**src/sv/uvs_div_cell.sv**
```systemverilog
// ============================================================================
// uvs_div_cell
// One restoring-division step: shift in one numerator bit, subtract the
// divisor when it fits, and pass remainder and quotient to the next cell.
// ============================================================================
`default_nettype none

module uvs_div_cell #(
    parameter int DW = 10,
    parameter int QW = 17
) (
    input  logic          clk,
    input  logic          en,
    input  logic [DW-1:0] divisor,
    input  logic [DW-1:0] rem_in,
    input  logic [QW-1:0] low_in,
    input  logic [QW-1:0] q_in,
    output logic [DW-1:0] rem_out,
    output logic [QW-1:0] low_out,
    output logic [QW-1:0] q_out
);

    logic [DW:0]   trial;
    logic [DW:0]   diff;
    logic          fits;
    logic [DW-1:0] rem_reg, rem_next;
    logic [QW-1:0] low_reg, low_next;
    logic [QW-1:0] q_reg, q_next;

    always_comb
    begin
        trial    = {rem_in, low_in[QW-1]};
        fits     = trial >= {1'b0, divisor};
        diff     = trial - {1'b0, divisor};
        rem_next = fits ? diff[DW-1:0] : trial[DW-1:0];
        low_next = {low_in[QW-2:0], 1'b0};
        q_next   = {q_in[QW-2:0], fits};
    end

    always_ff @(posedge clk)
    begin
        if (en)
        begin
            rem_reg <= rem_next;
            low_reg <= low_next;
            q_reg   <= q_next;
        end
    end

    assign rem_out = rem_reg;
    assign low_out = low_reg;
    assign q_out   = q_reg;

endmodule

`default_nettype wire

```
**config.mk**
```make
export PLATFORM = sky130hd
export DESIGN_NAME = uvs_div_cell
export DESIGN_NICKNAME = d
export VERILOG_FILES = /design/src/sv/uvs_div_cell.sv
export SDC_FILE = /design/constraint.sdc
export NUM_CORES = 1
export LEC_CHECK = 0
export ABC_AREA = 1
export ABC_CLOCK_PERIOD_IN_PS = 2550
export BUFFER_PORTS_ARGS = -buffer_cell sky130_fd_sc_hd__buf_2
export CAP_MARGIN = 10
export CORE_MARGIN = 2
export CORE_UTILIZATION = 49
export CTS_CLUSTER_SIZE = 24
export DETAILED_ROUTE_END_ITERATION = 7
export GPL_TIMING_DRIVEN = 0
export PLACE_DENSITY_LB_ADDON = 0.25
export SYNTH_ARGS = -nofsm -noshare
export SYNTH_HDL_FRONTEND = slang
export SYNTH_SLANG_ARGS = --single-unit
```
**constraint.sdc**
```tcl
create_clock -name clk -period 2.55 [get_ports clk]
set_input_delay 0.3825 -clock clk [delete_from_list [all_inputs] [get_ports clk]]
set_output_delay 0.3825 -clock clk [all_outputs]
set_load 0.05 [all_outputs]
```
==> impl_metrics.py <==
metrics = {
    "route": {
        "drc": 0,
        "totalWireLength_mm": 4.15,
        "detail-route-antenna-nets": 0,
        "vias_per_cell": 4.66,
        "via_count": 1569,
        "first_pass_iters": 4,
        "initialDrtViolationCount": 110,
        "avgRoutedWirePerCell_um": 12.3,
    },
    "floorplanning": {
        "rows": 23,
        "pin_count": 100,
        "coreArea_sq_um": 4030,
        "initial_core_util_pct": 51.3,
        "die_area_sq_um": 4750,
        "die_w_um": 68.9,
        "die_y_um": 68.9,
    },
    "cts": {
        "cts_tree": "done",
        "cts.sinks": 43,
        "cts_buffer_depth": 2,
        "hold_buffers": 0,
        "clk_pin_slew_ns": 0.09,
        "root_buffer": "clkbuf_8",
        "h-tree-depth": 2,
        "cts_setup_buffers": 0,
        "post_cts_resized": 0,
        "cts_made_buffers": 5,
    },
    "synthesis": {
        "syn_nets": 249,
        "avgSynthCellArea_sq_um": 11.4,
        "async_flop_share_pct": 0,
        "synth_cells": 182,
        "synth_warnings": 0,
        "yosysSeqAreaShare_pct": 62.5,
        "synthFlopType": "edfxtp_1",
        "ys_seq_elements": 43,
        "synth_edf_count": 43,
        "synth_top_area_cell": "edfxtp_1",
        "synthDistinctLibCells": 26,
        "netlist_top_cells_area": "edfxtp_1 63%, nand2_1 9.4%, ha_1 6.1%",
        "syn_area_sq_um": 2070,
        "synth.top_cell.area_share_pct": 62.5,
    },
    "grt": {
        "antenna_found_initial": 0,
        "grt_usage_pct": 17.5,
        "grt-ovfl-total": 0,
        "grt_pass1_vias": 1415,
        "grt_first_pass_wirelength_mm": 6.02,
        "grt_max_degree": 44,
    },
    "timing": {
        "fmax_mhz": 611,
        "hold_slack_ns": 0.258,
        "slew_viol_final": 0,
        "rsz0062_at_grt": "no",
        "setup_viol": 0,
        "finalHoldViolations": 0,
        "min_period_over_period_pct": 64.2,
        "fin_tns_setup_ns": 0,
        "worst_slew_pin_slew_ns": 0.938,
        "post-route-min-period_ns": 1.64,
        "slew_headroom_pct": 37.5,
    },
    "cells_and_area": {
        "area_growth_pct": 31.0,
        "drive_above_1_share_pct": 44.3,
        "fill_cells": 328,
        "instances_no_fill": 337,
        "nets": 353,
        "n_antenna_cell": 0,
    },
    "hold_path": {
        "min_path_type": "in -> reg",
    },
    "worst_setup_path": {
        "cp_max_fo": 10,
        "start_kind": "input port",
        "setup.worst_path.class": "in -> reg",
        "worstPathArrival_ns": 1.69,
        "worstPathRequired_ns": 2.60,
        "end_kind": "flip-flop",
    },
    "power": {
        "p_int_w": 0.00120,
        "seq_power_share_pct": 47.2,
        "switchingPower_w": 0.000650,
        "p_clk_share_pct": 23.6,
        "p_leak_nw": 1.35,
        "vdd_ir_drop_max_uv": 350,
        "p_comb_share_pct": 29.2,
        "power_density_nw_per_um2": 683,
        "swShare_pct": 35.2,
    },
    "place": {
        "hpwl_mm": 3.21,
        "place_inst": 329,
        "globalplace.congestion": 0.830,
        "portBuffers": 97,
    },
    "outcome": {
        "outcome": "finished clean",
    },
    "flow_run": {
        "maxCapViolCount": 0,
    },
}
flip-flops by register name, indices dropped and copies added (netlist names):
name,cells
q_out,17
low_out,16
rem_out,10
placed cells by master, fill, tap and decap left out, types with 3 or more instances in the layout:
master	n
nand3_2	4
ha_1	10
nand3_1	8
nand2_2	9
a21oi_1	4
nor2_1	5
nand2_1	52
clkbuf_8	5
buf_2	97
edfxtp_1	43
xor2_1	3
inv_1	27
per-layer routing:
metal  vias up  track usage [%]  wire, um
li1        805                -         -
met5         -                0         0
met1       699             19.7      1670
met4         0             5.15        51
met2        60             31.6      2040
met3         5             5.68       392
cell usage after synthesis, types with 2 or more instances:
cell / number
nor2_2: 2
nand3_1: 8
edfxtp_1: 43
nand3_2: 4
a21oi_1: 4
ha_1: 10
inv_1: 27
nand2_2: 9
nand2_1: 52
xor2_1: 3
nor2_1: 5
stage by stage:
stage / util [%] / setup WS [ns] / area (sq um) / total power, W
6_report: 67.2 / 0.913 / 2710 / 0.00185
5_1_grt: 67.2 / 0.818 / 2710 / 0.00194
4_1_cts: 67.2 / 0.900 / 2710 / 0.00186
3_5_place_dp: 64.9 / 0.596 / 2610 / 0.00143
3_3_place_gp: 64.9 / 0.607 / 2610 / 0.00142
2_1_floorplan: - / 0.777 / 2070 / 0.00129
layout make-up:
cell class,instances,area [sq um],area share [%]
clock inverter,3,23.8,0.878
tap,50,62.6,2.31
multi-input combinational,109,642,23.7
buffer,2,27.5,1.02
sequential,43,1290,47.7
clock buffer,5,68.8,2.54
timing repair buffer,97,485,17.9
inverter,28,105,3.88
power groups by stage:
| stage | Clock (W) | Combinational, W | Sequential, W |
|---|---|---|---|
| floorplan | 0 | 0.000162 | 0.00113 |
| global placement | 0 | 0.000536 | 0.000885 |
| detailed placement | 0 | 0.000543 | 0.000890 |
| CTS | 0.000446 | 0.000544 | 0.000874 |
| global route | 0.000481 | 0.000581 | 0.000881 |
| finish | 0.000437 | 0.000540 | 0.000873 |
worst max-delay path, stage by stage:
cell,delay [ns]
buf_2,0.08
inv_1,0.03
ha_1,0.35
nand2_1,0.14
inv_1,0.06
a21oi_2,0.16
nand2_2,0.08
nand2_2,0.07
nand2_4,0.07
buf_12,0.15
nand3_2,0.05
nand2_1,0.05
worst paths after layout:
kind          to  startpoint  slack (ns)  cells past startpoint
max   rem_out[7]  divisor[5]        0.91                     12
min   low_out[2]   low_in[1]        0.26                      1
logic make-up (layout without fill, tap and decap cells):
family	count (synthesis)	in the layout	share of synthesized area [%]
compound gates	7	7	2.00
xor+xnor	3	3	1.27
fa+ha+maj	11	11	7.03
buf+inv	30	135	6.42
flops	43	43	62.5
other cells	1	1	0.182
simple gates	87	87	20.6
Power figures use the tool's default switching activity.
