[config.mk]
export PLATFORM = sky130hd
export DESIGN_NAME = uvs_cordic_cell
export DESIGN_NICKNAME = d
export VERILOG_FILES = /design/src/sv/uvs_pkg.sv /design/src/sv/uvs_cordic_cell.sv
export SDC_FILE = /design/constraint.sdc
export NUM_CORES = 1
export LEC_CHECK = 0
export BUFFER_PORTS_ARGS = -buffer_cell sky130_fd_sc_hd__buf_4
export CAP_MARGIN = 20
export CORE_MARGIN = 5
export CORE_UTILIZATION = 35
export DETAILED_ROUTE_END_ITERATION = 7
export PLACE_DENSITY = 0.65
export SYNTH_ARGS = -nofsm -noshare
export SYNTH_HDL_FRONTEND = slang
export SYNTH_SLANG_ARGS = --single-unit
[constraint.sdc]
create_clock -name clk -period 3.9 [get_ports clk]
set_clock_uncertainty 0.1 [all_clocks]
set_input_delay 0.585 -clock clk [delete_from_list [all_inputs] [get_ports clk]]
set_output_delay 0.585 -clock clk [all_outputs]
set_load 0.05 [all_outputs]
[src/sv/uvs_pkg.sv]
// ============================================================================
// uvs_pkg
// Shared types and constants of the UV-sphere mesh generator: register
// indexes, CORDIC constants and the control word that follows an item.
// ============================================================================
`default_nettype none

package uvs_pkg;

    // configuration register indexes
    typedef enum logic [1:0] {
        REG_RADIUS = 2'd0,
        REG_SEG_X  = 2'd1,
        REG_SEG_Y  = 2'd2
    } reg_idx_t;

    localparam int CORDIC_STEPS = 24;
    localparam int XW           = 34;   // CORDIC x/y width, Q2.30 with headroom
    localparam int AW           = 33;   // CORDIC residual angle, 1/2^32 turns

    localparam logic signed [XW-1:0] CORDIC_GAIN_Q30 = 34'sd652032874;
    localparam logic signed [XW-1:0] ONE_Q30         = 34'sd1073741824;

    localparam logic signed [AW-1:0] ATAN_TURN32 [0:CORDIC_STEPS-1] = '{
        33'sd536870912, 33'sd316933406, 33'sd167458907, 33'sd85004756,
        33'sd42667331,  33'sd21354465,  33'sd10679838,  33'sd5340245,
        33'sd2670163,   33'sd1335087,   33'sd667544,    33'sd333772,
        33'sd166886,    33'sd83443,     33'sd41722,     33'sd20861,
        33'sd10430,     33'sd5215,      33'sd2608,      33'sd1304,
        33'sd652,       33'sd326,       33'sd163,       33'sd81
    };

    // slot of each index in a quad's six results
    localparam logic [2:0] SLOT_A0   = 3'd0;
    localparam logic [2:0] SLOT_B0   = 3'd1;
    localparam logic [2:0] SLOT_A1   = 3'd2;
    localparam logic [2:0] SLOT_A1B  = 3'd3;
    localparam logic [2:0] SLOT_B0B  = 3'd4;
    localparam logic [2:0] SLOT_LAST = 3'd5;

    typedef struct packed {
        logic signed [XW-1:0] x;
        logic signed [XW-1:0] y;
        logic signed [AW-1:0] a;
    } cordic_vec_t;

    // control word carried alongside an item through the pipeline
    typedef struct packed {
        logic        valid;
        logic        quad;
        logic        bad;
        logic        lat_neg;
        logic        flip_lon;
        logic        flip_lat;
        logic [16:0] idx_a;
        logic [16:0] idx_b;
        logic [15:0] tex_u;
        logic [16:0] tex_v;
    } ctl_t;

endpackage

`default_nettype wire

[src/sv/uvs_cordic_cell.sv]
// ============================================================================
// uvs_cordic_cell
// One CORDIC rotation step in turn units: rotate toward zero residual angle
// by the step's arctangent and register the vector.
// ============================================================================
`default_nettype none

module uvs_cordic_cell import uvs_pkg::*; #(
    parameter int K = 0
) (
    input  logic        clk,
    input  logic        en,
    input  cordic_vec_t v_in,
    output cordic_vec_t v_out
);

    logic signed [XW-1:0] x_in, y_in, dx, dy;
    logic signed [AW-1:0] a_in;
    cordic_vec_t          v_reg, v_next;

    always_comb
    begin
        x_in = v_in.x;
        y_in = v_in.y;
        a_in = v_in.a;
        dx   = y_in >>> K;
        dy   = x_in >>> K;
        if (a_in >= 0)
        begin
            v_next.x = x_in - dx;
            v_next.y = y_in + dy;
            v_next.a = a_in - ATAN_TURN32[K];
        end
        else
        begin
            v_next.x = x_in + dx;
            v_next.y = y_in - dy;
            v_next.a = a_in + ATAN_TURN32[K];
        end
    end

    always_ff @(posedge clk)
    begin
        if (en)
        begin
            v_reg <= v_next;
        end
    end

    assign v_out = v_reg;

endmodule

`default_nettype wire

==> impl_metrics.csv <==
group,metric,value,unit
outcome,status,"complete, no violations",
clock_tree,postCtsSetupRepairBufs,0,
timing,fin_setup_tns,0,ns
final_layout,area.growth.synth_to_final,25.3,%
yosys,syn_avg_cell_area,8.74,µm²
global_route,grt_max_degree,64,
final_layout,antennaDiodeCount,0,
clock_tree,clockBufferDepth,2,
floorplanning,rows,59,
timing,fin_crit,3.39,ns
final_layout,largest_reg_flops,100,
global_route,overflow,0,
timing,tightest_slew,0.804,ns
clock_tree,cts-buffers-inserted,9,
detailed_routing,vias_per_cell,5.63,
floorplanning,io_pins,204,
place,port_buffers,203,
power_and_ir_drop,power.density,380,nW/µm²
floorplanning,start_util,35.6,%
floorplanning,die_area,29800,µm²
floorplanning,die_width,173,µm
timing,min_period_over_period,87.0,%
yosys,syn-instance-count,1060,
clock_tree,h-tree-depth,3,
clock_tree,clock_sinks,100,
yosys,ys_top_cells_by_area,"edfxtp_1 (32%), ha_1 (14%), a21oi_1 (7.0%)",
yosys,ys.flop_type,"edfxtp_1",
yosys,ys_warn_count,0,
final_layout,drive_gt1_share,22.1,%
floorplanning,core_area,26100,µm²
global_route,grt_pass1_vias,8674,
yosys,syn_nets,1269,
clock_tree,clock-root-buffer,"clkbuf_16",
job,drv_cap,0,
global_route,grt_pass1_wl,49500,µm
place,place_congestion,0.937,
detailed_routing,via_count,9024,
power_and_ir_drop,power.total,4.41,mW
critical_path,start_kind,"input pin",
critical_path,critPathMaxFanout,8,
timing,max-slew-margin-rel,45.9,%
timing,final-setup-viol-count,0,
clock_tree,cts_hold_buf,0,
final_layout,final_cell_mix,"buf_4 (246), a21oi_1 (130), inv_1 (104)",
timing,rsz0062_at_grt,"no",
yosys,syn_area,9270,µm²
critical_path,critPathCaptureType,"register",
detailed_routing,first_iter_violations,1097,
yosys,synth_top_area_share,32.4,%
critical_path,arrival,3.39,ns
detailed_routing,drc,0,
global_route,antenna_found_initial,0,
yosys,ys_seq_elements,100,
yosys,synth_seq_area_share,32.4,%
timing,hold_viol,0,
detailed_routing,wirelength,32300,µm
critical_path,critical_path_class,"input pin to register",
yosys,async_reset_ff_share,0,%
global_route,grt_usage,20.5,%
timing,slew_viol_final,0,
clock_tree,cts_tree,"built",
final_layout,final_common_cell,"buf_4",
critical_path,required,3.90,ns
detailed_routing,drt_pass1_iterations,6,
power_and_ir_drop,p_leak,5.07,nW
floorplanning,die_h,173,µm
yosys,synth_cell_type_count,69,
timing,clock.fmax,0.295,GHz
clock_tree,cts_resized,0,
detailed_routing,final_antenna_net_count,0,
clock_tree,cts.clk_slew.worst_paths,0.08,ns
worst_hold_path,hp-class,"input pin to register",
final_layout,nets,1473,
yosys,synth_edf_count,100,
detailed_routing,wl_per_cell,20.2,µm
place,hpwl,26200,µm
power_and_ir_drop,ir_drop,0.000321,V
yosys,yosysTopAreaCell,"edfxtp_1",
power breakdown:
group          switching (mW)  internal, mW  total (mW)
registers              0.0587          1.39        1.45
clock network           0.447         0.447       0.893
logic                    1.38         0.687        2.07
cell usage after synthesis (all sizes together) (16+ instances only):
| master | n |
|---|---|
| a21oi | 131 |
| nand3 | 22 |
| nor2 | 74 |
| buf | 18 |
| xnor2 | 56 |
| a31oi | 16 |
| nor3 | 19 |
| o21bai | 21 |
| nand2 | 51 |
| edfxtp | 100 |
| o21ai | 69 |
| inv | 106 |
| a21o | 22 |
| nor4 | 17 |
| clkbuf | 36 |
| ha | 102 |
worst max-delay path, stage by stage:
cell       delay [ns]
buf_4            0.10
inv_1            0.04
ha_1             0.44
inv_1            0.16
a21oi_1          0.35
o21ai_0          0.23
a2111oi_2        0.48
buf_4            0.21
a21oi_4          0.06
o311ai_1         0.35
a32oi_1          0.20
xnor2_1          0.18
path summary, 6_finish.rpt:
path,from,end,slack [ns],cells past startpoint
max,v_in[44],v_out[97]$_DFFE_PP_,0.51,12
min,v_in[25],v_out[25]$_DFFE_PP_,0.30,1
cell type report:
class                           instances  area [µm²]
Clock buffer                           10         229
Timing Repair Buffer                  247        1870
Tap cell                              335         419
Inverter                              106         398
Sequential cell                       100        3000
Fill cell                            2635       14400
Multi-Input combinational cell        800        5640
Clock inverter                          6        56.3
metrics by stage:
step | area (µm²) | setup WS, ns | utilization, % | hold WS [ns] | instances
global placement | 11300 | 0.216 | 43.5 | 0.663 | 1588
floorplan | 9270 | 0.716 | - | 0.584 | 1060
finish | 11600 | 0.509 | 44.6 | 0.296 | 1604
CTS | 11600 | 0.567 | 44.6 | 0.283 | 1604
detailed placement | 11300 | 0.190 | 43.5 | 0.664 | 1588
global route | 11600 | 0.388 | 44.6 | 0.274 | 1604
per-layer routing:
layer | share of wire, % | vias to the layer above | GRT usage (%)
met5 | 0 | - | 0
met4 | 1.5 | 0 | 4.36
met3 | 8.7 | 40 | 4.54
met2 | 46 | 451 | 33.0
met1 | 43 | 4268 | 28.4
li1 | - | 4265 | -
cells by family (layout without fill, tap and decap cells):
group	after synthesis	count (layout)	synth area share (%)
compound gates	365	365	25.2
simple gates	251	251	13.5
buf+inv	160	369	6.70
fa+ha+maj	106	106	14.6
flops	100	100	32.4
xor+xnor	63	63	5.95
mux	15	15	1.62
No activity file was read; power rests on OpenSTA's default activity.
